===== src/rtl/plcf_pkg.sv =====
package plcf_pkg;

   localparam int LABEL_BYTES = 15;
   localparam int LABEL_W     = 120;
   localparam int LOW_W       = 64;
   localparam int HIGH_W      = 56;
   localparam int TIME_W      = 64;
   localparam int COUNT_W     = 16;
   localparam int COOLDOWN_W  = 32;
   localparam int CSR_INDEX_W = 2;
   localparam int CSR_DATA_W  = 32;

   localparam logic [CSR_INDEX_W-1:0] CSR_NEED_FRAMES = 2'd0;
   localparam logic [CSR_INDEX_W-1:0] CSR_MISS_LIMIT  = 2'd1;
   localparam logic [CSR_INDEX_W-1:0] CSR_COOLDOWN_US = 2'd2;

   localparam logic [COUNT_W-1:0]    RESET_NEED_FRAMES = 16'd3;
   localparam logic [COUNT_W-1:0]    RESET_MISS_LIMIT  = 16'd5;
   localparam logic [COOLDOWN_W-1:0] RESET_COOLDOWN_US = 32'd0;

   typedef enum logic [1:0] {
      STATUS_NONE      = 2'd0,
      STATUS_CONFIRMED = 2'd1,
      STATUS_CFG_ERROR = 2'd2
   } status_type;

   typedef struct packed {
      logic [COUNT_W-1:0]    need_frames;
      logic [COUNT_W-1:0]    miss_limit;
      logic [COOLDOWN_W-1:0] cooldown_us;
   } cfg_type;

   // Keep bytes before the first zero byte, clear the rest.
   function automatic logic [LABEL_W-1:0] norm_label(input logic [LABEL_W-1:0] raw);
      logic                ended;
      logic [LABEL_W-1:0]  r;
      ended = 1'b0;
      r     = '0;
      for (int i = 0; i < LABEL_BYTES; i++) begin
         if (raw[8*i +: 8] == 8'd0) begin
            ended = 1'b1;
         end
         if (!ended) begin
            r[8*i +: 8] = raw[8*i +: 8];
         end
      end
      return r;
   endfunction

endpackage


===== src/rtl/plcf_if.sv =====
interface plcf_req_if;
   logic                        valid;
   logic                        ready;
   logic [plcf_pkg::LOW_W-1:0]  label_bytes_low;
   logic [plcf_pkg::HIGH_W-1:0] label_bytes_high;
   logic [plcf_pkg::TIME_W-1:0] timestamp_us;

   modport source (output valid, label_bytes_low, label_bytes_high, timestamp_us,
                   input ready);
   modport sink   (input valid, label_bytes_low, label_bytes_high, timestamp_us,
                   output ready);
endinterface

interface plcf_rsp_if;
   logic       valid;
   logic       ready;
   logic [1:0] status;

   modport source (output valid, status, input ready);
   modport sink   (input valid, status, output ready);
endinterface

interface plcf_csr_if;
   logic                             valid;
   logic                             ready;
   logic [plcf_pkg::CSR_INDEX_W-1:0] index;
   logic [plcf_pkg::CSR_DATA_W-1:0]  data;

   modport source (output valid, index, data, input ready);
   modport sink   (input valid, index, data, output ready);
endinterface


===== src/rtl/plcf_core.sv =====
module plcf_core #(
   parameter int LABEL_CAPACITY = 16
) (
   input  logic                          clock,
   input  logic                          reset,
   input  logic                          en,
   input  plcf_pkg::cfg_type             cfg,
   input  logic [plcf_pkg::LOW_W-1:0]    label_low,
   input  logic [plcf_pkg::HIGH_W-1:0]   label_high,
   input  logic [plcf_pkg::TIME_W-1:0]   timestamp,
   output plcf_pkg::status_type          status
);
   import plcf_pkg::*;

   localparam int StoreBytes = (LABEL_CAPACITY - 1 > LABEL_BYTES) ? LABEL_BYTES
                                                                   : LABEL_CAPACITY - 1;
   localparam int StoreBits  = StoreBytes * 8;

   logic [StoreBits-1:0] cand_ff, cand_in;
   logic [StoreBits-1:0] last_ff, last_in;
   logic [TIME_W-1:0]    last_time_ff, last_time_in;
   logic [COUNT_W-1:0]   cnt_ff, cnt_in;
   logic [COUNT_W-1:0]   missed_ff, missed_in;
   logic                 done_ff, done_in;

   logic [LABEL_W-1:0]   label;
   logic [LABEL_W-1:0]   cand_ext;
   logic [LABEL_W-1:0]   last_ext;
   logic [StoreBits-1:0] stored;
   logic [TIME_W-1:0]    elapsed;
   logic [COUNT_W-1:0]   missed_inc;
   logic                 cfg_err;
   logic                 hold;

   always_comb begin
      label    = norm_label({label_high, label_low});
      cand_ext = '0;
      cand_ext[StoreBits-1:0] = cand_ff;
      last_ext = '0;
      last_ext[StoreBits-1:0] = last_ff;
      // Truncating the normalized label gives the stored form.
      stored   = label[StoreBits-1:0];
      elapsed  = timestamp - last_time_ff;
      cfg_err  = (cfg.need_frames == '0) || (cfg.miss_limit == '0);
      missed_inc = (missed_ff < cfg.miss_limit) ? missed_ff + 16'd1 : missed_ff;
      hold     = (label == last_ext) &&
                 (elapsed < {{(TIME_W-COOLDOWN_W){1'b0}}, cfg.cooldown_us});

      cand_in      = cand_ff;
      last_in      = last_ff;
      last_time_in = last_time_ff;
      cnt_in       = cnt_ff;
      missed_in    = missed_ff;
      done_in      = done_ff;
      status       = STATUS_NONE;

      if (cfg_err) begin
         status = STATUS_CFG_ERROR;
      end else if (label[7:0] == 8'd0) begin
         if (missed_inc >= cfg.miss_limit) begin
            cand_in   = '0;
            cnt_in    = '0;
            missed_in = '0;
            done_in   = 1'b0;
         end else begin
            missed_in = missed_inc;
         end
      end else begin
         missed_in = '0;
         if (label == cand_ext) begin
            if (cnt_ff < cfg.need_frames) begin
               cnt_in = cnt_ff + 16'd1;
            end
         end else begin
            cand_in = stored;
            cnt_in  = 16'd1;
            done_in = 1'b0;
         end
         if ((cnt_in >= cfg.need_frames) && !done_in && !hold) begin
            last_in      = stored;
            last_time_in = timestamp;
            done_in      = 1'b1;
            status       = STATUS_CONFIRMED;
         end
      end
   end

   always_ff @(posedge clock) begin
      if (reset) begin
         cand_ff      <= '0;
         last_ff      <= '0;
         last_time_ff <= '0;
         cnt_ff       <= '0;
         missed_ff    <= '0;
         done_ff      <= 1'b0;
      end else if (en) begin
         cand_ff      <= cand_in;
         last_ff      <= last_in;
         last_time_ff <= last_time_in;
         cnt_ff       <= cnt_in;
         missed_ff    <= missed_in;
         done_ff      <= done_in;
      end
   end

endmodule


===== src/rtl/plate_label_confirmation_filter.sv =====
// Plate label confirmation filter.
// req_ch carries one recognition word per video frame: the label bytes
// (low 8 and high 7, text ends at the first zero byte) and the frame time in
// microseconds. rsp_ch returns exactly one status word per request word:
// nothing, label newly confirmed, or configuration error. csr_ch writes the
// three limits (index 0 required frames, 1 missed-frame limit, 2 cooldown);
// it is always ready and is meant to be used while no request is in flight.
// A word accepted into the input register is compared in the core, and its
// status is written to the response register that drives rsp_ch. Throughput
// is one word per cycle while rsp_ch.ready is high, set by the single
// register stage that compares the label and updates the candidate state.
// The response register holds its word while rsp_ch.ready is low; the input
// register takes one more word behind it, then req_ch.ready drops.
// Reset clears the candidate, counters and last confirmed label, empties both
// register stages and loads the limits with 3, 5 and 0.
module plate_label_confirmation_filter #(
   parameter int LABEL_CAPACITY = 16
) (
   input logic        clock,
   input logic        reset,
   plcf_req_if.sink   req_ch,
   plcf_rsp_if.source rsp_ch,
   plcf_csr_if.sink   csr_ch
);
   import plcf_pkg::*;

   cfg_type             cfg_ff;
   logic                in_valid_ff, in_valid_in;
   logic [LOW_W-1:0]    in_low_ff;
   logic [HIGH_W-1:0]   in_high_ff;
   logic [TIME_W-1:0]   in_time_ff;
   logic                out_valid_ff, out_valid_in;
   status_type          out_status_ff;
   status_type          core_status;
   logic                advance;
   logic                accept;

   assign advance       = in_valid_ff && (!out_valid_ff || rsp_ch.ready);
   assign req_ch.ready  = !in_valid_ff || advance;
   assign accept        = req_ch.valid && req_ch.ready;
   assign in_valid_in   = accept || (in_valid_ff && !advance);
   assign out_valid_in  = advance || (out_valid_ff && !rsp_ch.ready);
   assign rsp_ch.valid  = out_valid_ff;
   assign rsp_ch.status = out_status_ff;
   assign csr_ch.ready  = 1'b1;

   plcf_core #(
      .LABEL_CAPACITY(LABEL_CAPACITY)
   ) u_core (
      .clock     (clock),
      .reset     (reset),
      .en        (advance),
      .cfg       (cfg_ff),
      .label_low (in_low_ff),
      .label_high(in_high_ff),
      .timestamp (in_time_ff),
      .status    (core_status)
   );

   always_ff @(posedge clock) begin
      if (reset) begin
         in_valid_ff        <= 1'b0;
         out_valid_ff       <= 1'b0;
         cfg_ff.need_frames <= RESET_NEED_FRAMES;
         cfg_ff.miss_limit  <= RESET_MISS_LIMIT;
         cfg_ff.cooldown_us <= RESET_COOLDOWN_US;
      end else begin
         in_valid_ff  <= in_valid_in;
         out_valid_ff <= out_valid_in;
         if (csr_ch.valid) begin
            case (csr_ch.index)
               CSR_NEED_FRAMES: cfg_ff.need_frames <= csr_ch.data[COUNT_W-1:0];
               CSR_MISS_LIMIT:  cfg_ff.miss_limit  <= csr_ch.data[COUNT_W-1:0];
               CSR_COOLDOWN_US: cfg_ff.cooldown_us <= csr_ch.data[COOLDOWN_W-1:0];
               default: begin
                  // drop writes outside the register list
               end
            endcase
         end
      end
   end

   always_ff @(posedge clock) begin
      if (accept) begin
         in_low_ff  <= req_ch.label_bytes_low;
         in_high_ff <= req_ch.label_bytes_high;
         in_time_ff <= req_ch.timestamp_us;
      end
      if (advance) begin
         out_status_ff <= core_status;
      end
   end

endmodule


===== src/flat_wrapper.sv =====
// flat-port wrapper written by rule: the top's interface ports become plain ports
module plate_label_confirmation_filter_flat import plcf_pkg::*;
#(
   parameter int LABEL_CAPACITY = 16
)
  (clock, reset, req_ch_valid, req_ch_label_bytes_low, req_ch_label_bytes_high, req_ch_timestamp_us, req_ch_ready, rsp_ch_valid, rsp_ch_status, rsp_ch_ready, csr_ch_valid, csr_ch_index, csr_ch_data, csr_ch_ready);
  plcf_req_if req_ch_i ();
  plcf_rsp_if rsp_ch_i ();
  plcf_csr_if csr_ch_i ();
  input logic clock;
  input logic reset;
  input wire logic [$bits(req_ch_i.valid)-1:0] req_ch_valid;
  input wire logic [$bits(req_ch_i.label_bytes_low)-1:0] req_ch_label_bytes_low;
  input wire logic [$bits(req_ch_i.label_bytes_high)-1:0] req_ch_label_bytes_high;
  input wire logic [$bits(req_ch_i.timestamp_us)-1:0] req_ch_timestamp_us;
  output wire logic [$bits(req_ch_i.ready)-1:0] req_ch_ready;
  output wire logic [$bits(rsp_ch_i.valid)-1:0] rsp_ch_valid;
  output wire logic [$bits(rsp_ch_i.status)-1:0] rsp_ch_status;
  input wire logic [$bits(rsp_ch_i.ready)-1:0] rsp_ch_ready;
  input wire logic [$bits(csr_ch_i.valid)-1:0] csr_ch_valid;
  input wire logic [$bits(csr_ch_i.index)-1:0] csr_ch_index;
  input wire logic [$bits(csr_ch_i.data)-1:0] csr_ch_data;
  output wire logic [$bits(csr_ch_i.ready)-1:0] csr_ch_ready;
  assign req_ch_i.valid = req_ch_valid;
  assign req_ch_i.label_bytes_low = req_ch_label_bytes_low;
  assign req_ch_i.label_bytes_high = req_ch_label_bytes_high;
  assign req_ch_i.timestamp_us = req_ch_timestamp_us;
  assign req_ch_ready = req_ch_i.ready;
  assign rsp_ch_valid = rsp_ch_i.valid;
  assign rsp_ch_status = rsp_ch_i.status;
  assign rsp_ch_i.ready = rsp_ch_ready;
  assign csr_ch_i.valid = csr_ch_valid;
  assign csr_ch_i.index = csr_ch_index;
  assign csr_ch_i.data = csr_ch_data;
  assign csr_ch_ready = csr_ch_i.ready;
  plate_label_confirmation_filter #(.LABEL_CAPACITY(LABEL_CAPACITY)) u_core (.clock(clock), .reset(reset), .req_ch(req_ch_i), .rsp_ch(rsp_ch_i), .csr_ch(csr_ch_i));
endmodule

===== config.mk =====
export PLATFORM = sky130hd
export DESIGN_NAME = plate_label_confirmation_filter_flat
export DESIGN_NICKNAME = d
export VERILOG_FILES = /design/src/rtl/plcf_pkg.sv /design/src/rtl/plcf_if.sv /design/src/rtl/plcf_core.sv /design/src/rtl/plate_label_confirmation_filter.sv /design/src/flat_wrapper.sv
export SDC_FILE = /design/constraint.sdc
export NUM_CORES = 1
export LEC_CHECK = 0
export BUFFER_PORTS_ARGS = -buffer_cell sky130_fd_sc_hd__buf_2
export CAP_MARGIN = 40
export CORE_AREA = 4 4 242 244
export DETAILED_ROUTE_END_ITERATION = 12
export DIE_AREA = 0 0 246 248
export MAX_ROUTING_LAYER = met4
export PLACE_DENSITY = 0.79
export SYNTH_ARGS = -nofsm -noshare
export SYNTH_HDL_FRONTEND = slang
export SYNTH_SLANG_ARGS = --single-unit

===== constraint.sdc =====
create_clock -name clock -period 15.9 [get_ports clock]
set_input_delay 0.795 -clock clock [delete_from_list [all_inputs] [get_ports clock]]
set_output_delay 0.795 -clock clock [all_outputs]
set_load 0.03 [all_outputs]

==> flow_metrics.tcl, run 1 <==
set metrics [dict create \
    status "complete, no violations" \
    dr.first_iter.drc_count 3807 \
    gp_congestion 0.960 \
    fp.dieArea_um2 61000 \
    clk_pin_slew_ns 0.06 \
    p_per_area_nw_per_um2 96.4 \
    finalHoldViolCount 0 \
    multi_input_area_um2 18100 \
    tightest_slew_ns 1.16 \
    fin_crit_ns 9.43 \
    layout.cells.non_filler 4805 \
    fin_tns_setup_ns 0 \
    rows 87 \
    firstDrtPassIters 6 \
    drc 0 \
    slew-limit-headroom 0.230 \
    syn_inst 3921 \
    synth.net_count 4303 \
    criticalPathCategory "reg -> reg" \
    placed_cell_area_um2 35000 \
    critPathSlowestCell "or3_1" \
    irDropWorstVdd_uv 89.9 \
    numCtsBuffers 67 \
    htree_levels 3 \
    leakage_nw 13.4 \
    grtUsageTotal 0.321 \
    cts_root_buf "clkbuf_16" \
    clk_latency_ns 0.61 \
    synth_ff_type "dfxtp_1" \
    cp_num_buf_inv 7 \
    fmax_ghz 0.106 \
    nFillCells 4691 \
    routedWlPerCell_um 20.6 \
    max_stage_delay_ns 0.65 \
    ys_async_sr_fraction 0 \
    cts_buffer_depth 3 \
    die_w_um 246 \
    max_cap_viol_count 0 \
    setup_violations 0 \
    fin_crit_sh 0.593 \
    yosysMostFrequentCell "dfxtp_1" \
    grt_max_degree 238 \
    area_growth_pct 10.7 \
    ys_seq_elements 589 \
    synth_seq_area_share 0.407 \
    hold_path.class "in -> reg" \
    synth_area_per_cell_um2 8.56 \
    cp_max_fo 79 \
    synth.distinct_cells 89 \
    cts_setup_buffers 0 \
    worst_setup_path_end_kind "register" \
    finClkSkew_ns 0.0374 \
    wirelength_mm 98.9 \
    cts_sinks 589 \
    grt_pass1_vias 28600 \
    vias 31000 \
    power_mw 3.58 \
    core_region_area_um2 56300 \
    io_buffers 226 \
    path_delay_family "simple AND/OR/NAND/NOR gates" \
    initial_core_util 0.596 \
    avgViaCountPerCell 6.44 \
    cts_hold_buffers 0 \
    drv_slew 0 \
    place_hpwl_mm 68.7 \
    ant_nets 0 \
    start_kind "register" \
    synth_top_area_share 0.240 \
    arrival_ns 9.94 \
    synth_area_um2 33600 \
    cts_tree "built" \
    grt_setup_unrepaired "false" \
    layout.area.seq_um2 13700 \
    required_ns 16.41 \
    yosysWarnings 0 \
    placedCellCount 4676 \
    io_pins 228 \
    synth_edf_count 186 \
    synth_commonest_cells "dfxtp_1 (403), a21oi_1 (357), nand2_1 (316)" \
    synthTopCellsByArea "dfxtp_1 (24%), edfxtp_1 (17%), ha_1 (5.9%), a21oi_1 (5.3%), xnor2_1 (3.6%)" \
    antenna_found_initial 9 \
    ctsResizeCount 0 \
    nNetsFinal 4371 \
    yosysTopAreaCell "dfxtp_1" \
    globalRouteOverflowTotal 0 \
    grt_pass1_wl_mm 155 \
    die_height_um 248 \
    drive_gt1_frac 0.0990 \
    design_area_um2 37200 \
]
## worst paths after layout
| kind | from | to | slack, ns | cells past startpoint |
|---|---|---|---|---|
| worst max-delay path | u_core.in_low_ff[12] | u_core.u_core.last_ext[67] | 6.47 | 31 |
| worst min-delay path | req_ch_label_bytes_high[22] | u_core.in_high_ff[22] | 0.36 | 1 |
| worst max register to register | u_core.in_low_ff[12] | u_core.u_core.last_ext[67] | 6.47 | 31 |
| worst min register to register | u_core.cfg_ff[11] | u_core.cfg_ff[11] | 0.45 | 2 |
## per-layer routing
| metal | vias to the layer above | track usage | wire length, µm |
|---|---|---|---|
| li1 | 14700 | - | - |
| met1 | 14700 | 0.429 | 42200 |
| met2 | 1401 | 0.494 | 44900 |
| met3 | 245 | 0.0520 | 7960 |
| met4 | 0 | 0.123 | 3880 |
| met5 | - | - | 0 |
## layout make-up
| cell class | count | area share |
|---|---|---|
| Multi-Input combinational cell | 2871 | 0.487 |
| Sequential cell | 589 | 0.367 |
| Clock buffer | 99 | 0.0526 |
| Timing Repair Buffer | 273 | 0.0442 |
| Tap cell | 756 | 0.0255 |
| Inverter | 187 | 0.0189 |
| Clock inverter | 21 | 0.00411 |
| Antenna cell | 9 | 0.000606 |
## logic make-up (layout without fill, tap and decap cells)
group	after synthesis	after routing	share of synthesized area
AO/OA/AOI/OAI	1156	1156	0.218
XOR/XNOR	180	180	0.0470
adder cells (fa/ha/maj)	159	159	0.0595
buffers and inverters	461	580	0.0558
flip-flops	589	589	0.407
multiplexers	7	7	0.00220
other	1	10	0.000112
AND/OR/NAND/NOR	1368	1368	0.211
## flip-flops by register name, summed over array words and instances (netlist names), 2 cells and up
name	cells
u_core.in_low_ff	64
u_core.in_time_ff	64
u_core.u_core.last_ext	120
u_core.u_core.cand_ext	120
u_core.in_high_ff	56
u_core.cfg_ff	64
u_core.u_core.missed_ff	16
u_core.u_core.last_time_ff	64
u_core.u_core.cnt_ff	16
u_core.rsp_ch.status	2
## power by group
| part | total, mW | switching (mW) | leakage (nW) | internal, mW |
|---|---|---|---|---|
| clock | 1.50 | 0.616 | 1.03 | 0.883 |
| combinational | 0.405 | 0.241 | 7.31 | 0.163 |
| sequential | 1.68 | 0.0672 | 5.08 | 1.61 |
| total | 3.58 | 0.925 | 13.4 | 2.66 |
## stage by stage
stage / utilization / hold WS, ns / worst slack (ns)
final: 0.660 / 0.360 / 6.47
after CTS: 0.660 / 0.337 / 6.70
after global placement: 0.618 / 0.442 / 5.95
after floorplan: - / 0.436 / 9.92
after detailed placement: 0.623 / 0.447 / 6.76
after global routing: 0.660 / 0.344 / 6.06
## placed cells by master (no fill, tap or decap), types with 54 or more instances in the layout
cell type	count
a21o_1	64
a21oi_1	356
a22oi_1	58
a31oi_1	75
a32oi_1	54
buf_2	227
clkbuf_16	73
dfxtp_1	403
edfxtp_1	186
ha_1	158
inv_1	186
nand2_1	316
nand2b_1	67
nand3_1	188
nand4_1	105
nor2_1	303
nor3_1	66
o21ai_0	108
o21ai_1	176
or4_1	58
xnor2_1	137
No activity file was read; power rests on OpenSTA's default activity.
==> inputs of run 2 (changes only) <==
--- a/config.mk
+++ b/config.mk
@@ -5,11 +5,12 @@
 export SDC_FILE = /design/constraint.sdc
 export NUM_CORES = 1
 export LEC_CHECK = 0
+export ABC_AREA = 1
 export BUFFER_PORTS_ARGS = -buffer_cell sky130_fd_sc_hd__buf_2
 export CAP_MARGIN = 40
-export CORE_AREA = 4 4 242 244
+export CORE_AREA = 4 4 245 247
 export DETAILED_ROUTE_END_ITERATION = 12
-export DIE_AREA = 0 0 246 248
+export DIE_AREA = 0 0 249 251
 export MAX_ROUTING_LAYER = met4
 export PLACE_DENSITY = 0.79
 export SYNTH_ARGS = -nofsm -noshare
==> constraint.sdc (replaced) <==
create_clock -name clock -period 9.7 [get_ports clock]
set_input_delay 0.485 -clock clock [delete_from_list [all_inputs] [get_ports clock]]
set_output_delay 0.485 -clock clock [all_outputs]
set_load 0.03 [all_outputs]
==> run 2 against run 1 <==
Area after synthesis rose by 2.6%. Final cell count rose by 22%. Critical endpoint is now u_core.u_core.last_ext[26]. Count of clock-buffer cells in the layout decreased by 7. Fmax increased by 13%. Global-route usage decreased by 1.1 points. Non-clock buffer count is 19 lower. Synthesized cell count grew 26%. Via count grew 5.2%.
==> flow_metrics.tcl, run 2 <==
set metrics [dict create \
    status "complete, no violations" \
    clk_pin_slew_ns 0.06 \
    ys_async_sr_fraction 0 \
    grt_use_met1 0.412 \
    busiest_layer "met2" \
    worst_setup_path_end_kind "register" \
    dpl_worst_slack_ns 1.56 \
    synth_top_area_share 0.234 \
    clk_latency_ns 0.61 \
    synth_commonest_cells "nand2_1 (1307), inv_1 (684), nor2_1 (625)" \
    nNetsFinal 5442 \
    required_ns 10.24 \
    final_common_cell "nand2_1" \
    grt.met2_usage 0.488 \
    ant_nets 0 \
    pwr-share-comb 0.131 \
    drv_slew 0 \
    synth_area_per_cell_um2 6.99 \
    rows 88 \
    synthTopCellsByArea "dfxtp_1 (23%), edfxtp_1 (16%), nand2_1 (14%), inv_1 (7.5%), nor2_1 (6.8%)" \
    use_met3 0.0531 \
    fp.dieArea_um2 62500 \
    numCtsBuffers 66 \
    wirelength_mm 97.7 \
    die_w_um 249 \
    io_pins 228 \
    yosysTopAreaCell "dfxtp_1" \
    tightest_slew_ns 0.923 \
    crit_cells 41 \
    avgViaCountPerCell 5.54 \
    cts_buffer_depth 3 \
    synth_ff_type "dfxtp_1" \
    p_per_area_nw_per_um2 161 \
    layout_setup_ws_ns 1.38 \
    place_hpwl_mm 68.9 \
    routedWlPerCell_um 16.6 \
    cp_num_buf_inv 4 \
    synth_seq_area_share 0.396 \
    finalHoldViolCount 0 \
    drc 0 \
    ctsResizeCount 0 \
    leakage_nw 17.2 \
    nFillCells 5044 \
    layout.cells.most_common_list "nand2_1 (1307), inv_1 (683), nor2_1 (623)" \
    grtUsageTotal 0.310 \
    antenna_found_initial 2 \
    cts_setup_buffers 0 \
    yosysMostFrequentCell "nand2_1" \
    gp_congestion 1.01 \
    p_sw_frac 0.265 \
    finClkSkew_ns 0.0277 \
    hold_path.class "in -> reg" \
    firstDrtPassIters 6 \
    htree_levels 3 \
    design_area_um2 38200 \
    cts_sinks 589 \
    path_delay_family "simple AND/OR/NAND/NOR gates" \
    ys_seq_elements 589 \
    core_region_area_um2 57600 \
    vias 32600 \
    fmax_ghz 0.120 \
    layout.cells.non_filler 5878 \
    area_growth_pct 11.0 \
    max_stage_delay_ns 0.72 \
    irDropWorstVdd_uv 164 \
    io_buffers 226 \
    initial_core_util 0.598 \
    fin_tns_setup_ns 0 \
    criticalPathCategory "reg -> reg" \
    cts_root_buf "clkbuf_16" \
    slew-limit-headroom 0.385 \
    crit_top_cell "nand2_1" \
    cts_hold_buffers 0 \
    yosysWarnings 0 \
    arrival_ns 8.86 \
    synth_edf_count 186 \
    seq_power_share 0.442 \
    placed_cell_area_um2 35900 \
    setup_violations 0 \
    placedCellCount 5756 \
    grt_pass1_wl_mm 156 \
    p_sw_mw 1.63 \
    cp_max_fo 65 \
    rr_worst_depth 41 \
    p_clk_frac 0.427 \
    max_cap_viol_count 0 \
    power_mw 6.15 \
    start_kind "register" \
    holdPathStages 1 \
    grt_pass1_vias 30100 \
    syn_inst 4928 \
    grt_setup_unrepaired "false" \
    critPathSlowestCell "buf_4" \
    globalRouteOverflowTotal 0 \
    fin_crit_sh 0.858 \
    dr.first_iter.drc_count 3171 \
    drive_gt1_frac 0.0777 \
    die_height_um 251 \
    p_int_mw 4.52 \
    synth.distinct_cells 48 \
    synth.net_count 5310 \
    cts_tree "built" \
    grt_max_degree 129 \
    fin_crit_ns 8.32 \
    synth_area_um2 34400 \
]
==> run 2: cell types whose count changed after synthesis, sizes merged, moves of 54 or more <==
cell,before,now
a21oi,357,468
a22oi,58,0
a31oi,75,18
a32oi,54,0
clkbuf,200,85
inv,187,690
nand2,316,1310
nand2b,67,1
nand4,105,197
nor2,307,635
o21ai,284,178
or4,58,0
xnor2,137,52
==> run 2: cell type report <==
| type | count | area [µm²] | share of cell area |
|---|---|---|---|
| sequential | 589 | 13700 | 0.357 |
| tap | 765 | 957 | 0.0250 |
| clock inverter | 27 | 402 | 0.0105 |
| inverter | 695 | 2640 | 0.0689 |
| multi-input combinational | 3454 | 17300 | 0.452 |
| timing repair buffer | 254 | 1440 | 0.0378 |
| antenna | 2 | 5.00 | 0.000131 |
| clock buffer | 92 | 1850 | 0.0485 |
==> run 2: cell families (layout without fill, tap and decap cells) <==
| logic type | Yosys count | count (layout) | synth area share |
|---|---|---|---|
| simple gates | 2437 | 2437 | 0.298 |
| buf+inv | 885 | 1068 | 0.103 |
| compound gates | 732 | 732 | 0.112 |
| flops | 589 | 589 | 0.396 |
| fa+ha+maj | 159 | 159 | 0.0580 |
| xor+xnor | 125 | 125 | 0.0318 |
| other cells | 1 | 3 | 0.000109 |
==> run 2: layer usage <==
metal,up-vias,wire length (µm)
li1,16200,-
met1,14800,42000
met2,1401,43900
met3,193,8460
met4,0,3330
met5,-,0
==> run 2: final timing paths <==
path                           startpoint                         end  slack (ns)
setup / recovery      u_core.in_low_ff[0]  u_core.u_core.last_ext[26]        1.38
hold / removal    req_ch_timestamp_us[19]       u_core.in_time_ff[19]        0.05
setup reg to reg      u_core.in_low_ff[0]  u_core.u_core.last_ext[26]        1.38
hold reg to reg         u_core.cfg_ff[29]           u_core.cfg_ff[29]        0.46
==> run 2: worst register-to-register path, delay by kind of cell (launching register included) <==
kind                     cells  cell delay, ns
AO/OA/AOI/OAI                8            1.05
adder cells (fa/ha/maj)      1            0.15
AND/OR/NAND/NOR             28            5.22
buffers and inverters        4            1.37
flip-flops                   1            0.43
==> run 2: power groups by stage <==
stage               Combinational, mW  Sequential, mW  Clock (mW)
finish                          0.807            2.72        2.63
global route                    0.904            2.73        2.77
CTS                             0.792            2.72        2.67
detailed placement              0.785            2.77           0
global placement                0.768            2.77           0
floorplan                       0.557            2.75           0
==> run 2: through the flow <==
stage / hold slack (ns) / utilization
CTS: 0.0158 / 0.663
finish: 0.0493 / 0.664
floorplan: 0.435 / -
detailed placement: 0.457 / 0.624
global route: 0.0266 / 0.664
global placement: 0.450 / 0.622
